<file path="config.mk">
export PLATFORM = sky130hd
export DESIGN_NAME = queued_beep_tone_sequencer_top
export DESIGN_NICKNAME = d
export VERILOG_FILES = /design/src/hw/rtl/qbts_pkg.sv /design/src/hw/rtl/queued_beep_tone_sequencer_top.sv /design/src/hw/rtl/qbts_ram.sv /design/src/hw/rtl/qbts_div.sv /design/src/hw/rtl/qbts_datapath.sv /design/src/hw/rtl/qbts_ctrl.sv
export SDC_FILE = /design/constraint.sdc
export NUM_CORES = 1
export LEC_CHECK = 0
export BUFFER_PORTS_ARGS = -buffer_cell sky130_fd_sc_hd__buf_4
export CORE_UTILIZATION = 40
export CTS_BUF_LIST = sky130_fd_sc_hd__clkbuf_4
export DETAILED_ROUTE_END_ITERATION = 8
export GPL_ROUTABILITY_DRIVEN = 0
export GPL_TIMING_DRIVEN = 0
export PLACE_DENSITY = 0.66
export SLEW_MARGIN = 30
export SYNTH_ARGS = -nofsm -noshare
export SYNTH_HDL_FRONTEND = slang
export SYNTH_SLANG_ARGS = --single-unit
</file>
<file path="constraint.sdc">
create_clock -name clk -period 7.7 [get_ports clk]
set_input_delay 0.77 -clock clk [delete_from_list [all_inputs] [get_ports clk]]
set_output_delay 0.77 -clock clk [all_outputs]
set_load 0.1 [all_outputs]
</file>
<file path="src/hw/rtl/qbts_pkg.sv">
// shared constants, command/status structs and helpers of the tone sequencer
// no dependencies
package qbts_pkg;

	localparam int QUEUE_DEPTH = 16;
	localparam int PTR_W       = $clog2(QUEUE_DEPTH);
	localparam int CNT_W       = $clog2(QUEUE_DEPTH + 1);
	localparam int FREQ_W      = 16;
	localparam int DUR_W       = 16;
	localparam int PERIOD_W    = 30;
	localparam int HIGH_W      = 29;
	localparam int QCOUNT_W    = 5;
	localparam int ENTRY_W     = FREQ_W + DUR_W;

	localparam logic [PERIOD_W-1:0] NS_PER_S = PERIOD_W'(1000000000);

	// item opcodes
	localparam logic OP_TICK = 1'b0;
	localparam logic OP_BEEP = 1'b1;

	// controller to datapath
	typedef struct packed {
		logic capture;
		logic cancel;
		logic push;
		logic dec;
		logic stop;
		logic pop;
		logic apply_zero;
		logic div_start;
		logic apply_div;
		logic drop;
		logic load_out;
	} qbts_cmd_t;

	// datapath to controller
	typedef struct packed {
		logic is_beep;
		logic is_cancel;
		logic full;
		logic cd_active;
		logic rem_gt1;
		logic empty;
		logic pop_same;
		logic pop_zero;
		logic div_done;
	} qbts_sts_t;

	// circular pointer advance
	function automatic logic [PTR_W-1:0] qbts_ptr_next(input logic [PTR_W-1:0] ptr);
		logic [PTR_W-1:0] nxt;
		if (ptr == PTR_W'(QUEUE_DEPTH - 1)) begin
			nxt = '0;
		end else begin
			nxt = ptr + 1'b1;
		end
		return nxt;
	endfunction

endpackage

</file>
<file path="src/hw/rtl/queued_beep_tone_sequencer_top.sv">
// top level of the queued beep tone sequencer
// depends on qbts_pkg, qbts_ctrl, qbts_datapath
//
// channel   direction  handshake                  payload
// beep      in         beep_valid / beep_ready    opcode, beep_frequency, duration_ms
// result    out        result_valid / result_ready tone_on .. settings_changed
// cfg       in         cfg_wr_en                  cfg_wr_data (output polarity)
//
// one item at a time: beeps and plain ticks pass the decide and result states; a pop
// that keeps or silences the tone also passes load and pop, and one that needs a new
// period waits in div for the 30-step radix-2 divider computing 1e9 / f
// the result register frees the input side: a new item is taken while a result waits
// reset is asynchronous active low; fifo contents need no clearing pass
module queued_beep_tone_sequencer_top (
	input  logic                          clk,
	input  logic                          arst_n,
	input  logic                          cfg_wr_en,
	input  logic                          cfg_wr_data,
	input  logic                          beep_valid,
	output logic                          beep_ready,
	input  logic                          opcode,
	input  logic [qbts_pkg::FREQ_W-1:0]   beep_frequency,
	input  logic [qbts_pkg::DUR_W-1:0]    duration_ms,
	output logic                          result_valid,
	input  logic                          result_ready,
	output logic                          tone_on,
	output logic [qbts_pkg::PERIOD_W-1:0] period_ns,
	output logic [qbts_pkg::HIGH_W-1:0]   high_time_ns,
	output logic                          inverted,
	output logic [qbts_pkg::FREQ_W-1:0]   frequency_now,
	output logic [qbts_pkg::QCOUNT_W-1:0] queued_count,
	output logic                          dropped,
	output logic                          settings_changed
);
	import qbts_pkg::*;

	qbts_cmd_t cmd;
	qbts_sts_t sts;

	// sequencing
	qbts_ctrl u_ctrl (
		.clk          (clk),
		.arst_n       (arst_n),
		.beep_valid   (beep_valid),
		.beep_ready   (beep_ready),
		.result_valid (result_valid),
		.result_ready (result_ready),
		.sts          (sts),
		.cmd          (cmd)
	);

	// storage and arithmetic
	qbts_datapath u_dp (
		.clk              (clk),
		.arst_n           (arst_n),
		.cmd              (cmd),
		.sts              (sts),
		.cfg_wr_en        (cfg_wr_en),
		.cfg_wr_data      (cfg_wr_data),
		.opcode           (opcode),
		.beep_frequency   (beep_frequency),
		.duration_ms      (duration_ms),
		.tone_on          (tone_on),
		.period_ns        (period_ns),
		.high_time_ns     (high_time_ns),
		.inverted         (inverted),
		.frequency_now    (frequency_now),
		.queued_count     (queued_count),
		.dropped          (dropped),
		.settings_changed (settings_changed)
	);

endmodule

</file>
<file path="src/hw/rtl/qbts_ram.sv">
// generic single-write, single-read ram with registered read data
// no dependencies
module qbts_ram #(
	parameter int WIDTH = 32,
	parameter int DEPTH = 16
) (
	input  logic                     clk,
	input  logic                     we,
	input  logic [$clog2(DEPTH)-1:0] waddr,
	input  logic [WIDTH-1:0]         wdata,
	input  logic [$clog2(DEPTH)-1:0] raddr,
	output logic [WIDTH-1:0]         rdata
);

	logic [WIDTH-1:0] mem [DEPTH];

	// write port
	always_ff @(posedge clk) begin
		if (we) begin
			mem[waddr] <= wdata;
		end
	end

	// registered read port
	always_ff @(posedge clk) begin
		rdata <= mem[raddr];
	end

endmodule

</file>
<file path="src/hw/rtl/qbts_div.sv">
// radix-2 restoring divider: one second in ns divided by a frequency
// depends on qbts_pkg
module qbts_div (
	input  logic                           clk,
	input  logic                           arst_n,
	input  logic                           start,
	input  logic [qbts_pkg::FREQ_W-1:0]    divisor,
	output logic                           done,
	output logic [qbts_pkg::PERIOD_W-1:0]  quotient
);
	import qbts_pkg::*;

	localparam int STEP_W = $clog2(PERIOD_W);

	logic [FREQ_W-1:0]   rem_q;
	logic [PERIOD_W-1:0] quo_q;
	logic [FREQ_W-1:0]   dvs_q;
	logic [STEP_W-1:0]   cnt_q;
	logic                busy_q;
	logic                done_q;
	logic [FREQ_W:0]     trial;
	logic [FREQ_W:0]     diff;
	logic                ge;

	// one quotient bit per step
	assign trial = {rem_q, quo_q[PERIOD_W-1]};
	assign ge    = trial >= {1'b0, dvs_q};
	assign diff  = trial - {1'b0, dvs_q};

	// iteration control
	always_ff @(posedge clk or negedge arst_n) begin
		if (!arst_n) begin
			busy_q <= 1'b0;
			done_q <= 1'b0;
			cnt_q  <= '0;
		end else begin
			done_q <= 1'b0;
			if (start) begin
				busy_q <= 1'b1;
				cnt_q  <= '0;
			end else if (busy_q) begin
				cnt_q <= cnt_q + 1'b1;
				if (cnt_q == STEP_W'(PERIOD_W - 1)) begin
					busy_q <= 1'b0;
					done_q <= 1'b1;
				end
			end
		end
	end

	// remainder and quotient shift register
	always_ff @(posedge clk) begin
		if (start) begin
			rem_q <= '0;
			quo_q <= NS_PER_S;
			dvs_q <= divisor;
		end else if (busy_q) begin
			rem_q <= ge ? diff[FREQ_W-1:0] : trial[FREQ_W-1:0];
			quo_q <= {quo_q[PERIOD_W-2:0], ge};
		end
	end

	assign done     = done_q;
	assign quotient = quo_q;

endmodule

</file>
<file path="src/hw/rtl/qbts_datapath.sv">
// datapath: item capture, beep fifo, countdown, pwm settings, result register
// depends on qbts_pkg, qbts_ram, qbts_div
module qbts_datapath (
	input  logic                          clk,
	input  logic                          arst_n,
	input  qbts_pkg::qbts_cmd_t           cmd,
	output qbts_pkg::qbts_sts_t           sts,
	input  logic                          cfg_wr_en,
	input  logic                          cfg_wr_data,
	input  logic                          opcode,
	input  logic [qbts_pkg::FREQ_W-1:0]   beep_frequency,
	input  logic [qbts_pkg::DUR_W-1:0]    duration_ms,
	output logic                          tone_on,
	output logic [qbts_pkg::PERIOD_W-1:0] period_ns,
	output logic [qbts_pkg::HIGH_W-1:0]   high_time_ns,
	output logic                          inverted,
	output logic [qbts_pkg::FREQ_W-1:0]   frequency_now,
	output logic [qbts_pkg::QCOUNT_W-1:0] queued_count,
	output logic                          dropped,
	output logic                          settings_changed
);
	import qbts_pkg::*;

	logic                op_q;
	logic [FREQ_W-1:0]   freq_q;
	logic [DUR_W-1:0]    dur_q;
	logic [PTR_W-1:0]    rp_q;
	logic [PTR_W-1:0]    wp_q;
	logic [CNT_W-1:0]    count_q;
	logic                cd_active_q;
	logic [DUR_W-1:0]    rem_ms_q;
	logic [FREQ_W-1:0]   cur_freq_q;
	logic [PERIOD_W-1:0] cur_period_q;
	logic [FREQ_W-1:0]   pf_q;
	logic                inv_q;
	logic                changed_q;
	logic                dropped_q;
	logic [ENTRY_W-1:0]  rd_entry;
	logic [FREQ_W-1:0]   rd_freq;
	logic [DUR_W-1:0]    rd_dur;
	logic                div_done;
	logic [PERIOD_W-1:0] div_quo;

	// incoming item capture
	always_ff @(posedge clk) begin
		if (cmd.capture) begin
			op_q   <= opcode;
			freq_q <= beep_frequency;
			dur_q  <= duration_ms;
		end
	end

	// polarity register
	always_ff @(posedge clk or negedge arst_n) begin
		if (!arst_n) begin
			inv_q <= 1'b0;
		end else if (cfg_wr_en) begin
			inv_q <= cfg_wr_data;
		end
	end

	// fifo storage, read address follows the read pointer
	qbts_ram #(
		.WIDTH (ENTRY_W),
		.DEPTH (QUEUE_DEPTH)
	) u_fifo_ram (
		.clk   (clk),
		.we    (cmd.push),
		.waddr (wp_q),
		.wdata ({freq_q, dur_q}),
		.raddr (rp_q),
		.rdata (rd_entry)
	);

	assign rd_freq = rd_entry[ENTRY_W-1:DUR_W];
	assign rd_dur  = rd_entry[DUR_W-1:0];

	// period divider
	qbts_div u_div (
		.clk      (clk),
		.arst_n   (arst_n),
		.start    (cmd.div_start),
		.divisor  (rd_freq),
		.done     (div_done),
		.quotient (div_quo)
	);

	// fifo pointers, fill count and countdown
	always_ff @(posedge clk or negedge arst_n) begin
		if (!arst_n) begin
			rp_q        <= '0;
			wp_q        <= '0;
			count_q     <= '0;
			cd_active_q <= 1'b0;
			rem_ms_q    <= '0;
		end else begin
			priority if (cmd.cancel) begin
				rp_q        <= '0;
				wp_q        <= '0;
				count_q     <= '0;
				cd_active_q <= 1'b0;
				rem_ms_q    <= '0;
			end else if (cmd.push) begin
				wp_q    <= qbts_ptr_next(wp_q);
				count_q <= count_q + 1'b1;
				// first entry restarts a one-tick countdown
				if (count_q == '0) begin
					cd_active_q <= 1'b1;
					rem_ms_q    <= DUR_W'(1);
				end
			end else if (cmd.dec) begin
				rem_ms_q <= rem_ms_q - 1'b1;
			end else if (cmd.stop) begin
				cd_active_q <= 1'b0;
				rem_ms_q    <= '0;
			end else if (cmd.pop) begin
				rp_q     <= qbts_ptr_next(rp_q);
				count_q  <= count_q - 1'b1;
				rem_ms_q <= (rd_dur == '0) ? DUR_W'(1) : rd_dur;
			end else begin
				rp_q <= rp_q;
			end
		end
	end

	// popped frequency, held for the divider result
	always_ff @(posedge clk) begin
		if (cmd.pop) begin
			pf_q <= rd_freq;
		end
	end

	// current pwm setting
	always_ff @(posedge clk or negedge arst_n) begin
		if (!arst_n) begin
			cur_freq_q   <= '0;
			cur_period_q <= '0;
		end else if (cmd.apply_zero) begin
			cur_freq_q   <= '0;
			cur_period_q <= '0;
		end else if (cmd.apply_div) begin
			cur_freq_q   <= pf_q;
			cur_period_q <= div_quo;
		end
	end

	// per-item flags
	always_ff @(posedge clk or negedge arst_n) begin
		if (!arst_n) begin
			changed_q <= 1'b0;
			dropped_q <= 1'b0;
		end else begin
			if (cmd.capture) begin
				changed_q <= 1'b0;
				dropped_q <= 1'b0;
			end
			if (cmd.apply_zero) begin
				changed_q <= (cur_freq_q != '0);
			end
			if (cmd.apply_div) begin
				changed_q <= 1'b1;
			end
			if (cmd.drop) begin
				dropped_q <= 1'b1;
			end
		end
	end

	// result register
	always_ff @(posedge clk) begin
		if (cmd.load_out) begin
			tone_on          <= (cur_freq_q != '0);
			period_ns        <= cur_period_q;
			high_time_ns     <= cur_period_q[PERIOD_W-1:1];
			inverted         <= inv_q;
			frequency_now    <= cur_freq_q;
			queued_count     <= QCOUNT_W'(count_q);
			dropped          <= dropped_q;
			settings_changed <= changed_q;
		end
	end

	// status to the controller
	always_comb begin
		sts.is_beep   = (op_q == OP_BEEP);
		sts.is_cancel = (freq_q == '0) && (dur_q == '0);
		sts.full      = (count_q >= CNT_W'(QUEUE_DEPTH));
		sts.cd_active = cd_active_q;
		sts.rem_gt1   = (rem_ms_q > DUR_W'(1));
		sts.empty     = (count_q == '0);
		sts.pop_same  = (rd_freq == cur_freq_q);
		sts.pop_zero  = (rd_freq == '0);
		sts.div_done  = div_done;
	end

endmodule

</file>
<file path="src/hw/rtl/qbts_ctrl.sv">
// controller state machine: sequences one item and the result transfer
// depends on qbts_pkg
module qbts_ctrl (
	input  logic                clk,
	input  logic                arst_n,
	input  logic                beep_valid,
	output logic                beep_ready,
	output logic                result_valid,
	input  logic                result_ready,
	input  qbts_pkg::qbts_sts_t sts,
	output qbts_pkg::qbts_cmd_t cmd
);
	import qbts_pkg::*;

	localparam logic [2:0] ST_IDLE   = 3'd0;
	localparam logic [2:0] ST_DECIDE = 3'd1;
	localparam logic [2:0] ST_LOAD   = 3'd2;
	localparam logic [2:0] ST_POP    = 3'd3;
	localparam logic [2:0] ST_DIV    = 3'd4;
	localparam logic [2:0] ST_RESULT = 3'd5;

	logic [2:0] state_q;
	logic [2:0] state_d;
	logic       out_valid_q;
	logic       out_free;

	assign out_free     = !out_valid_q || result_ready;
	assign beep_ready   = (state_q == ST_IDLE);
	assign result_valid = out_valid_q;

	// next state and commands
	always_comb begin
		state_d = state_q;
		cmd     = '0;
		unique case (state_q)
			ST_IDLE: begin
				if (beep_valid) begin
					cmd.capture = 1'b1;
					state_d     = ST_DECIDE;
				end
			end
			ST_DECIDE: begin
				state_d = ST_RESULT;
				priority if (sts.is_beep) begin
					priority if (sts.is_cancel) begin
						cmd.cancel     = 1'b1;
						cmd.apply_zero = 1'b1;
					end else if (sts.full) begin
						cmd.drop = 1'b1;
					end else begin
						cmd.push = 1'b1;
					end
				end else if (!sts.cd_active) begin
					state_d = ST_RESULT;
				end else if (sts.rem_gt1) begin
					cmd.dec = 1'b1;
				end else if (sts.empty) begin
					cmd.stop       = 1'b1;
					cmd.apply_zero = 1'b1;
				end else begin
					state_d = ST_LOAD;
				end
			end
			ST_LOAD: begin
				// ram read data for the read pointer lands here
				state_d = ST_POP;
			end
			ST_POP: begin
				cmd.pop = 1'b1;
				priority if (sts.pop_same) begin
					state_d = ST_RESULT;
				end else if (sts.pop_zero) begin
					cmd.apply_zero = 1'b1;
					state_d        = ST_RESULT;
				end else begin
					cmd.div_start = 1'b1;
					state_d       = ST_DIV;
				end
			end
			ST_DIV: begin
				if (sts.div_done) begin
					cmd.apply_div = 1'b1;
					state_d       = ST_RESULT;
				end
			end
			ST_RESULT: begin
				if (out_free) begin
					cmd.load_out = 1'b1;
					state_d      = ST_IDLE;
				end
			end
			default: begin
				state_d = ST_IDLE;
			end
		endcase
	end

	// state and result valid
	always_ff @(posedge clk or negedge arst_n) begin
		if (!arst_n) begin
			state_q     <= ST_IDLE;
			out_valid_q <= 1'b0;
		end else begin
			state_q <= state_d;
			if (cmd.load_out) begin
				out_valid_q <= 1'b1;
			end else if (result_ready) begin
				out_valid_q <= 1'b0;
			end
		end
	end

endmodule

</file>
After elaboration in Yosys (flattened, before gate mapping)
Memories as Yosys holds them, arrays and structs flattened. A register that Yosys moved wholly into a read port is not among the register bits.
Index checks and enable logic that the tools add are counted.
Word-level totals
  bits of input ports: 39
  word-level logic and storage cells: 169
  output and inout bits: 86
  bits in read-only memories: 0
  bits in latches: 0
  flip-flop bits (word level): 285
  bits in writable memories: 512
  memories kept: 1
Operators by class
  muxes and demuxes: 85
  equal/unequal tests: 18
  bitwise gates (word level): 0
  shift operators: 0
  reduce and logical (&&, ||, !) cells: 25
  divide/modulo/power cells: 0
  multipliers: 0
  order comparisons: 3
  $add $sub $neg: 7
Memories
  u_dp.u_fifo_ram.mem: depth 16, width 32, read ports 1, clocked after memory_dff 1, wr ports 1, line qbts_ram.sv:15  | logic [WIDTH-1:0] mem [DEPTH];
Operators by type and width (count)
  2-to-1 mux 16 bit: 10
  logical NOT 16 bit: 4
  2-to-1 mux 30 bit: 2
  2-to-1 mux 1 bit: 43
  2-to-1 mux 4 bit: 10
  2-to-1 mux 5 bit: 7
  2-to-1 mux 3 bit: 7
  one-hot mux 3 bit (6 select lines): 1
  >= comparator 17 x 16 -> 1 bit: 1
  == test 16 bit: 1
  > comparator 16 x 1 -> 1 bit (second input constant): 1
  nonzero test 16 bit: 1
  subtractor 16 x 1 -> 16 bit (second input constant): 1
  subtractor 16 bit: 1
  nonzero test 2 bit: 6
  adder 5 x 1 -> 5 bit (second input constant): 2
  != test 2 x 1 -> 1 bit (second input constant): 5
  != test 3 x 1 -> 1 bit (second input constant): 3
  AND reduction 3 bit: 3
  nonzero test 3 bit: 3
  adder 4 x 1 -> 4 bit (second input constant): 2
  == test 4 bit (second input constant): 2
  2-to-1 mux 2 bit: 4
  == test 3 x 2 -> 1 bit (second input constant): 2
  other kinds (15): 16

Logic depth before layout (Yosys ltp)
Gate-level depths: netlist (run 1).
  depth after elaboration: 10
  depth in mapped cells: 12

Modules after synthesis
From an unflattened synthesis (run 1), not the netlist that was laid out.
Second synthesis, totals
  cells, all modules: 1793
  area, all modules: 31328.8 um^2
By module, submodules not included
  qbts_ram: times used 1, cells an instance 838, area an instance 19835.3 um^2, seq. area each 16015.4 um^2
  qbts_datapath: times used 1, cells an instance 551, area an instance 7562.3 um^2, seq. area each 5099.9 um^2
  qbts_div: times used 1, cells an instance 360, area an instance 3553.4 um^2, seq. area each 1576.5 um^2
  qbts_ctrl: times used 1, cells an instance 44, area an instance 377.9 um^2, seq. area each 100.1 um^2

Worst setup path after synthesis (run 1)
Ideal clock, no wire load.
  path type: register -> register
  start point: reg u_ctrl.state_q[2]
  end point: reg u_dp.dur_q[0] (enable)
  data arrival time: 3.762 ns
  stages on the path, launching flop included: 5
  buffers on the path: 1
  slack: 3.550 ns
  data required time: 7.312 ns
  period minus slack after synthesis: 4.150 ns
  path through: dfrtp_1 clkbuf_1 nor3_1 nand2_1 inv_1
RTL lines
  from (decl): line qbts_ctrl.sv:22  | logic [2:0] state_q;
  from (signal assigned): line qbts_ctrl.sv:104  | state_q <= state_d;
  to (signal assigned): line qbts_datapath.sv:49  | dur_q <= duration_ms;
  to (decl): line qbts_datapath.sv:26  | logic [DUR_W-1:0] dur_q;

Final worst setup path (run 1)
  start point: reg u_dp.dur_q[2]
  end point: reg u_dp.count_q[4]
Between the ends
  word-level cells in the longest chain between the ends: 7
  elaborated cells between the ends (all ways): 12
RTL lines
  logical NOT 16 bit (*): line qbts_datapath.sv:186  | sts.is_cancel = (freq_q == '0) && (dur_q == '0);
  logical AND 1 bit (*): line qbts_datapath.sv:186
  2-to-1 mux 1 bit: line qbts_ctrl.sv:45  | priority if (sts.is_cancel) begin
  2-to-1 mux 2 bit (*): line qbts_ctrl.sv:44  | priority if (sts.is_beep) begin
  2-to-1 mux 4 bit (*): line qbts_ctrl.sv:35  | unique case (state_q)
  != test 3 x 1 -> 1 bit (no source line) (tied with other cells)
  AND reduction 3 bit (no source line) / 2-to-1 mux 5 bit (equally long branches)
  to (signal assigned): line qbts_datapath.sv:105  | count_q <= count_q + 1'b1;
  to (signal assigned): line qbts_datapath.sv:118  | count_q <= count_q - 1'b1;
  to (decl): line qbts_datapath.sv:29  | logic [CNT_W-1:0] count_q;
Mark *: on every way between the ends. The rest lies on a longest branch, timed or not.
A chain may end at the register's enable or synchronous reset.

==> results of run 1 <==
-- metal layers --
| metal | global-route usage, % | share of wire, % |
|---|---|---|
| met1 | 24.3 | 42 |
| met2 | 30.4 | 48 |
| met3 | 4.62 | 7.6 |
| met4 | 7.50 | 2.5 |
| met5 | 0 | 0 |
-- critical path, delay by kind of cell (launching register included) --
| family | cells | cell delay [ns] |
|---|---|---|
| AND/OR/NAND/NOR | 5 | 1.80 |
| flip-flops | 1 | 0.62 |
| AO/OA/AOI/OAI | 4 | 0.60 |
| buffers and inverters | 2 | 0.30 |
| adder cells (fa/ha/maj) | 1 | 0.30 |
-- registers in the layout (all words and copies together) (netlist names), 16 cells and up --
| register | count |
|---|---|
| u_dp.cur_period_q | 30 |
| u_dp.pf_q | 16 |
| u_dp.u_fifo_ram.mem | 512 |
| u_dp.rem_ms_q | 16 |
| u_dp.u_div.quotient | 30 |
| u_dp.frequency_now | 16 |
| u_dp.cur_freq_q | 16 |
| u_dp.u_fifo_ram.rdata | 32 |
| u_dp.u_div.rem_q | 16 |
| u_dp.dur_q | 16 |
| u_dp.freq_q | 16 |
| u_dp.u_div.dvs_q | 16 |
| u_dp.high_time_ns | 28 |
-- layout by cell type (no fill, tap or decap), types with 6 or more instances in the layout --
master / count
mux2i_1: 139
nor4_1: 26
clkinv_2: 9
buf_2: 30
buf_16: 10
inv_1: 34
bufinv_16: 6
clkbuf_1: 62
nand3_1: 21
xnor2_1: 13
xor2_1: 27
dlygate4sd3_1: 36
diode_2: 7
a22oi_1: 46
dfxtp_1: 78
nand4_1: 12
nor2_1: 67
o21a_1: 6
ha_1: 28
mux2_2: 29
o31ai_1: 8
and3_1: 6
a21oi_1: 105
mux2_4: 7
nor2b_1: 10
o211ai_1: 8
buf_4: 152
clkinv_1: 49
a31oi_1: 10
o21ai_0: 82
and2_1: 7
dfrtp_1: 90
mux4_2: 64
nand2_1: 199
clkbuf_4: 291
edfxtp_1: 632
a221oi_1: 34
nor3_1: 15
a21o_1: 7
-- worst max-delay path by stage --
stage	startpoint	endpoint	slack [ns]	depth (start not counted)
floorplan	u_ctrl.state_q[2]	u_dp.dur_q[0]	3.55	4
global placement	result_ready	u_dp.high_time_ns[0]	2.88	3
detailed placement	u_dp.dur_q[2]	u_dp.count_q[4]	4.01	12
CTS	u_dp.dur_q[2]	u_dp.count_q[4]	3.98	12
global route	u_dp.freq_q[10]	u_dp.count_q[4]	3.67	12
finish	u_dp.dur_q[2]	u_dp.count_q[4]	3.91	12
-- cell families (layout without fill, tap and decap cells) --
group | Yosys count | after routing | share of synthesized area, %
DFF | 800 | 800 | 71.6
and+or+nand+nor | 418 | 418 | 6.26
AOI/OAI and AO/OA | 348 | 348 | 7.07
muxes | 239 | 239 | 10.3
buffers and inverters | 165 | 702 | 2.46
xor gates and xnor gates | 40 | 40 | 1.10
adders and majority gates | 30 | 30 | 1.23
other | 0 | 7 | 0
-- power breakdown --
group | total (W) | switching [W] | internal, W
Sequential | 0.00460 | 0.000000236 | 0.00460
Clock | 0.00365 | 0.00171 | 0.00194
Combinational | 0.0000421 | 0.0000158 | 0.0000263
-- area by class of cell --
| type | count | area, um2 |
|---|---|---|
| fillers | 6778 | 41300 |
| flip-flops and latches | 800 | 22800 |
| multi-input cells | 1075 | 8310 |
| clock buffers | 291 | 2180 |
| repair buffers | 175 | 1670 |
| well taps | 1050 | 1310 |
| plain buffers | 128 | 648 |
| clock inverters | 71 | 469 |
| inverters | 37 | 143 |
| diodes | 7 | 17.5 |
-- metrics by stage --
| step | total power (W) | utilization [%] |
|---|---|---|
| 6_report | 0.00829 | 47.6 |
| 5_1_grt | 0.00860 | 47.6 |
| 4_1_cts | 0.00838 | 47.5 |
| 3_5_place_dp | 0.00472 | 43.7 |
| 3_3_place_gp | 0.00472 | 43.2 |
| 2_1_floorplan | 0.00470 | - |
==> qor.csv, run 1 <==
stage;metric;value;unit
floorplan;row count;103;
clock_network;post-CTS setup buffer count;0;
worst_setup_path;CP Class;register to register;
synthesis;post-synth cell types;80;
sta;Setup Skew;0.0767;ns
routing;average wire per standard cell;20.9;um
worst_setup_path;crit path max fanout;17;
place;hpwl dp;48.7;mm
floorplan;DIE AREA;80700;um2
sta;Final Hold Violating Endpoints;0;
synthesis;number of synthesized flops with an enable pin;632;
clock_network;CTS H-Tree Depth;4;
min_path;hold path startpoint;result_ready;
sta;unrepaired setup endpoints after global routing;false;
synthesis;largest cells by area after synthesis;edfxtp_1, dfrtp_1, dfxtp_1;
place;pre-CTS setup slack;4.01;ns
sta;TNS Setup;0;ns
worst_setup_path;Critical Path Slowest Stage Cell;edfxtp_1;
worst_setup_path;Setup crit start kind;register;
synthesis;Synth Instances;2040;
pwr;cell leakage power;13.1;nW
grt;initial antenna violation count;3;
synthesis;sequential cell area fraction in the yosys report;71.6;%
grt;gr ovfl total;0;
grt;vias in the first global route;19438;
sta;worst hold margin;0.185;ns
min_path;Worst Hold Depth;3;
clock_network;Root Driver;clkbuf_4;
cells_and_area;Area Overhead vs Synth;18.0;%
routing;router iterations before antenna repair;5;
place;dpl cells;3228;
worst_setup_path;r2r worst-path depth;12;
floorplan;I/O pin count;125;
routing;vias per cell;5.33;
synthesis;Netlist Area Pre-Place;31800;um2
floorplan;Starting Density;40.3;%
floorplan;Die X;284;um
worst_setup_path;critical path endpoint category;register;
cells_and_area;layout cells sized above 1;25.4;%
grt;Total Routing Usage GR;18.8;%
synthesis;syn_area_per_cell;15.6;um2
cells_and_area;cell area after layout;37500;um2
routing;Antenna Nets Post-Route;0;
sta;Slew Limit Fails;0;
pwr;VDD IR max;0.000118;V
worst_setup_path;FF-to-FF End;u_dp.count_q[4];
sta;Worst-Margin Slew;0.952;ns
clock_network;Num CTS Buffers;198;
flow_run;Max-Cap Viols;0;
clock_network;CTS tree;done;
synthesis;Main synth FF type;edfxtp_1;
clock_network;Worst-path clk slew;0.07;ns
cells_and_area;Final #Nets;2484;
routing;final wirelength;76.0;mm
cells_and_area;Post-Layout Cell Count;3634;
sta;Setup WS post-layout;3.91;ns
synthesis;commonest cells in the netlist;edfxtp_1, nand2_1, mux2i_1;
min_path;Hold Crit Class;input port to register;
worst_setup_path;Worst Path Arrival;4.68;ns
clock_network;CTS Hold Bufs;36;
routing;via count;19373;
worst_setup_path;Critical Path RT;8.58;ns
routing;drc violations;0;
clock_network;clk_lat worst skew;1.08;ns
grt;largest net degree at the start of global routing;91;
floorplan;core area;78900;um2
status;run status;finished clean;
worst_setup_path;Worst R2R Start;u_dp.dur_q[2];
place;area of placed instances;34500;um2
synthesis;area leader, netlist;edfxtp_1;
synthesis;YS warnings;0;
worst_setup_path;r2r setup slk;3.91;ns
grt;first-pass GRT wire length;114;mm
floorplan;Die H;284;um
sta;worst-case headroom to the max-slew limit;36.5;%
synthesis;Net Count, Synth;2109;
clock_network;clock buffer depth;3;
clock_network;clock sink count;800;
sta;final period utilization;49.3;%
pwr;pwr dens;221;nW/um2
place;port buffer count;124;
worst_setup_path;CP peak stage delay;0.62;ns
sta;Final setup viols;0;
synthesis;Synth Register Bits;800;
routing;1st-iter DRT viols;1935;
sta;crit path time final;3.79;ns
synthesis;async set-or-reset flop fraction in the synthesized netlist;11.3;%
min_path;hold path endpoint;u_ctrl.result_valid;
synthesis;top cell type's share of synthesized area;59.6;%
worst_setup_path;CP Cell Sequence;nor4_1, nand4_1, or2_4, and2_4, buf_6, clkinv_2, ha_1, a21o_1, a21o_1, or2_2, a21oi_1, a211oi_1;
worst_setup_path;crit-path most repeated cell;a21o_1;
synthesis;most common cell in the netlist;edfxtp_1;
clock_network;post-CTS resize count;0;
sta;fmax;264;MHz
No activity file was read; power rests on OpenSTA's default activity.
==> run 2: changes to the inputs <==
- PLACE_DENSITY: 0.66 -> 0.68
- clock period: 7.7 -> 3.2 ns (I/O delays scaled with it)
==> run 2 against run 1 <==
Effect of this change:
- cell area up 3.0%
- routed wire length up 4.2%
- power up 140%
- critical path depth fell by 3
- clock power up 130%
- hold slack worse by 0.043 ns
- non-clock buffer count grew 127
- clock skew is 0.0075 ns higher
- core utilization grew 1.4 points
- sequential share of layout area decreased by 1.8 points
==> qor.csv, run 2 (synthesis results as in run 1) <==
stage;metric;value;unit;change
sta;Final Hold Violating Endpoints;0;;unchanged
grt;initial antenna violation count;5;;+2
clock_network;Root Driver;clkbuf_4;;
floorplan;I/O pin count;125;;unchanged
status;run status;finished clean;;
sta;Worst-Margin Slew;0.926;ns;-0.0264 ns
worst_setup_path;CP peak stage delay;0.72;ns;+0.10 ns
cells_and_area;most flop-heavy register;u_dp.u_fifo_ram.mem;;
clock_network;Worst-path clk slew;0.07;ns;about the same
grt;busiest grt layer;met2;;
clock_network;clk_lat worst skew;1.04;ns;-0.04 ns
sta;final period utilization;99.0;%;+50 points
clock_network;Num CTS Buffers;196;;-1.0%
sta;worst-case headroom to the max-slew limit;38.3;%;+1.8 points
routing;router iterations before antenna repair;6;;+1
routing;drc violations;0;;unchanged
floorplan;core area;78900;um2;unchanged
cells_and_area;largest registers;u_dp.u_fifo_ram.mem: 512 flops, u_dp.u_fifo_ram.rdata: 32 flops;;
worst_setup_path;Critical Path RT;4.01;ns;-4.57 ns
sta;TNS Setup;0;ns;unchanged
worst_setup_path;crit-path most repeated cell;nand2_1;;
routing;average wire per standard cell;21.1;um;+0.88%
place;hpwl dp;48.5;mm;-0.37%
cells_and_area;cell area after layout;38700;um2;+3.0%
floorplan;Starting Density;40.3;%;unchanged
place;area of placed instances;34500;um2;about the same
clock_network;clock sink count;800;;unchanged
pwr;VDD IR max;0.000279;V;+140%
grt;Total Routing Usage GR;18.9;%;+0.14 points
clock_network;clock buffer depth;3;;unchanged
sta;crit path time final;3.17;ns;-0.627 ns
pwr;cell leakage power;13.7;nW;+4.4%
routing;1st-iter DRT viols;1821;;-5.9%
worst_setup_path;CP delay by family, top;buffers and inverters;;
grt;M2 GR Usage;30.6;%;+0.21 points
min_path;Hold Crit Class;input port to register;;
cells_and_area;Largest register FFs;512;;unchanged
floorplan;row count;103;;unchanged
routing;final wirelength;79.1;mm;+4.2%
routing;vias per cell;5.34;;+0.18%
worst_setup_path;crit path max fanout;10;;-7
grt;first-pass GRT wire length;116;mm;+1.7%
worst_setup_path;Critical Path Slowest Stage Cell;buf_1;;
flow_run;Max-Cap Viols;0;;unchanged
cells_and_area;layout cells sized above 1;28.3;%;+2.9 points
clock_network;CTS H-Tree Depth;4;;unchanged
sta;Setup WS post-layout;0.0328;ns;-3.87 ns
grt;GRT met1 Usage;24.3;%;about the same
sta;Final setup viols;0;;unchanged
sta;fmax;316;MHz;+20%
worst_setup_path;Worst Path Buf+Inv;3;;+1
place;dpl cells;3228;;unchanged
grt;largest net degree at the start of global routing;58;;-36%
grt;vias in the first global route;20171;;+3.8%
sta;Setup Skew;0.0842;ns;+0.00752 ns
clock_network;CTS tree;done;;
sta;unrepaired setup endpoints after global routing;true;;
place;pre-CTS setup slack;-0.523;ns;-4.54 ns
pwr;pwr dens;511;nW/um2;+130%
floorplan;Die X;284;um;unchanged
cells_and_area;Post-Layout Cell Count;3752;;+3.2%
sta;worst hold margin;0.143;ns;-0.0428 ns
floorplan;DIE AREA;80700;um2;unchanged
cells_and_area;Area Overhead vs Synth;21.6;%;
cells_and_area;commonest cells after routing, fill and taps aside;edfxtp_1, clkbuf_4, buf_4, nand2_1, mux2i_1;;
routing;via count;20038;;+3.4%
grt;gr ovfl total;0;;unchanged
sta;Slew Limit Fails;0;;unchanged
worst_setup_path;critical path endpoint category;register;;
worst_setup_path;CP Class;register to register;;
cells_and_area;Final #Nets;2614;;+5.2%
worst_setup_path;Setup crit start kind;register;;
cells_and_area;commonest non-fill, non-tap cell in the layout;edfxtp_1;;
worst_setup_path;CP Cell Sequence;clkbuf_1, nor2b_1, clkbuf_1, buf_1, nand2_1, nand2_1, a21oi_1, a22oi_1, nand2_1;;
grt;met3 Use GR;4.49;%;-0.14 points
routing;Antenna Nets Post-Route;0;;unchanged
worst_setup_path;Worst Path Arrival;3.98;ns;-0.70 ns
floorplan;Die H;284;um;unchanged
place;port buffer count;124;;unchanged
## run 2: changes by cell type in the layout (fill, tap and decap cells not counted), sizes merged
cell and delta:
clkinvlp +1, inv -2, buf +91, dlygate4sd3 +36
and2 +4, clkbuf +7, clkinv -17, bufinv -2
## run 2: tightest hold or removal path, delay by kind of cell
kind	cells	cell delay, ns
muxes	1	0.13
buffers and inverters	2	0.62
## run 2: final timing paths
path | endpoint | from | cells past startpoint | slack, ns
max in group asynchronous | u_dp.cur_freq_q[9] | arst_n | 4 | 2.15
max reg2reg | u_dp.u_fifo_ram.rdata[27] | u_dp.rp_q[2] | 9 | 0.03
min | u_dp.inv_q | cfg_wr_en | 3 | 0.14
min reg2reg | u_dp.high_time_ns[17] | u_dp.cur_period_q[18] | 0 | 0.44
min in group asynchronous | u_dp.count_q[4] | arst_n | 3 | 0.38
max | u_dp.u_fifo_ram.rdata[27] | u_dp.rp_q[2] | 9 | 0.03
## run 2: stage by stage
step	total power [W]	util, %
4_1_cts	0.0200	48.1
5_1_grt	0.0205	49.0
3_3_place_gp	0.0114	43.2
6_report	0.0198	49.0
3_5_place_dp	0.0114	43.7
2_1_floorplan	0.0113	-
## run 2: routing by layer
layer,vias to the layer above,routed length (um)
met5,-,0
met4,0,2650
met3,179,6290
met2,974,37700
met1,9877,32500
li1,9008,-
## run 2: cell type report
type                       instances  area [um2]
clock inverter                    50         324
sequential                       800       22800
multi-input combinational       1079        8440
clock buffer                     298        2240
fill                            6704       40200
tap                             1050        1310
timing repair inverter             1        5.00
timing repair buffer             302        2750
buffer                           128         649
antenna                            7        17.5
inverter                          37         148
## run 2: where the power goes
group | switching, W | internal (W) | leakage [nW]
Clock | 0.00398 | 0.00456 | 1.53
Sequential | 0.000000579 | 0.0111 | 7.45
Combinational | 0.0000440 | 0.0000920 | 4.68
## run 2: repair_timing
action | 4_1_cts | 5_1_grt
gates resized for setup | 12 | 11
setup buffers | 11 | 80
gates cloned | 0 | 5
endpoints found under the setup margin | 485 | 278
pin swaps | 2 | 4
hold buffers | 73 | 0
hold endpoints to repair | 129 | 0
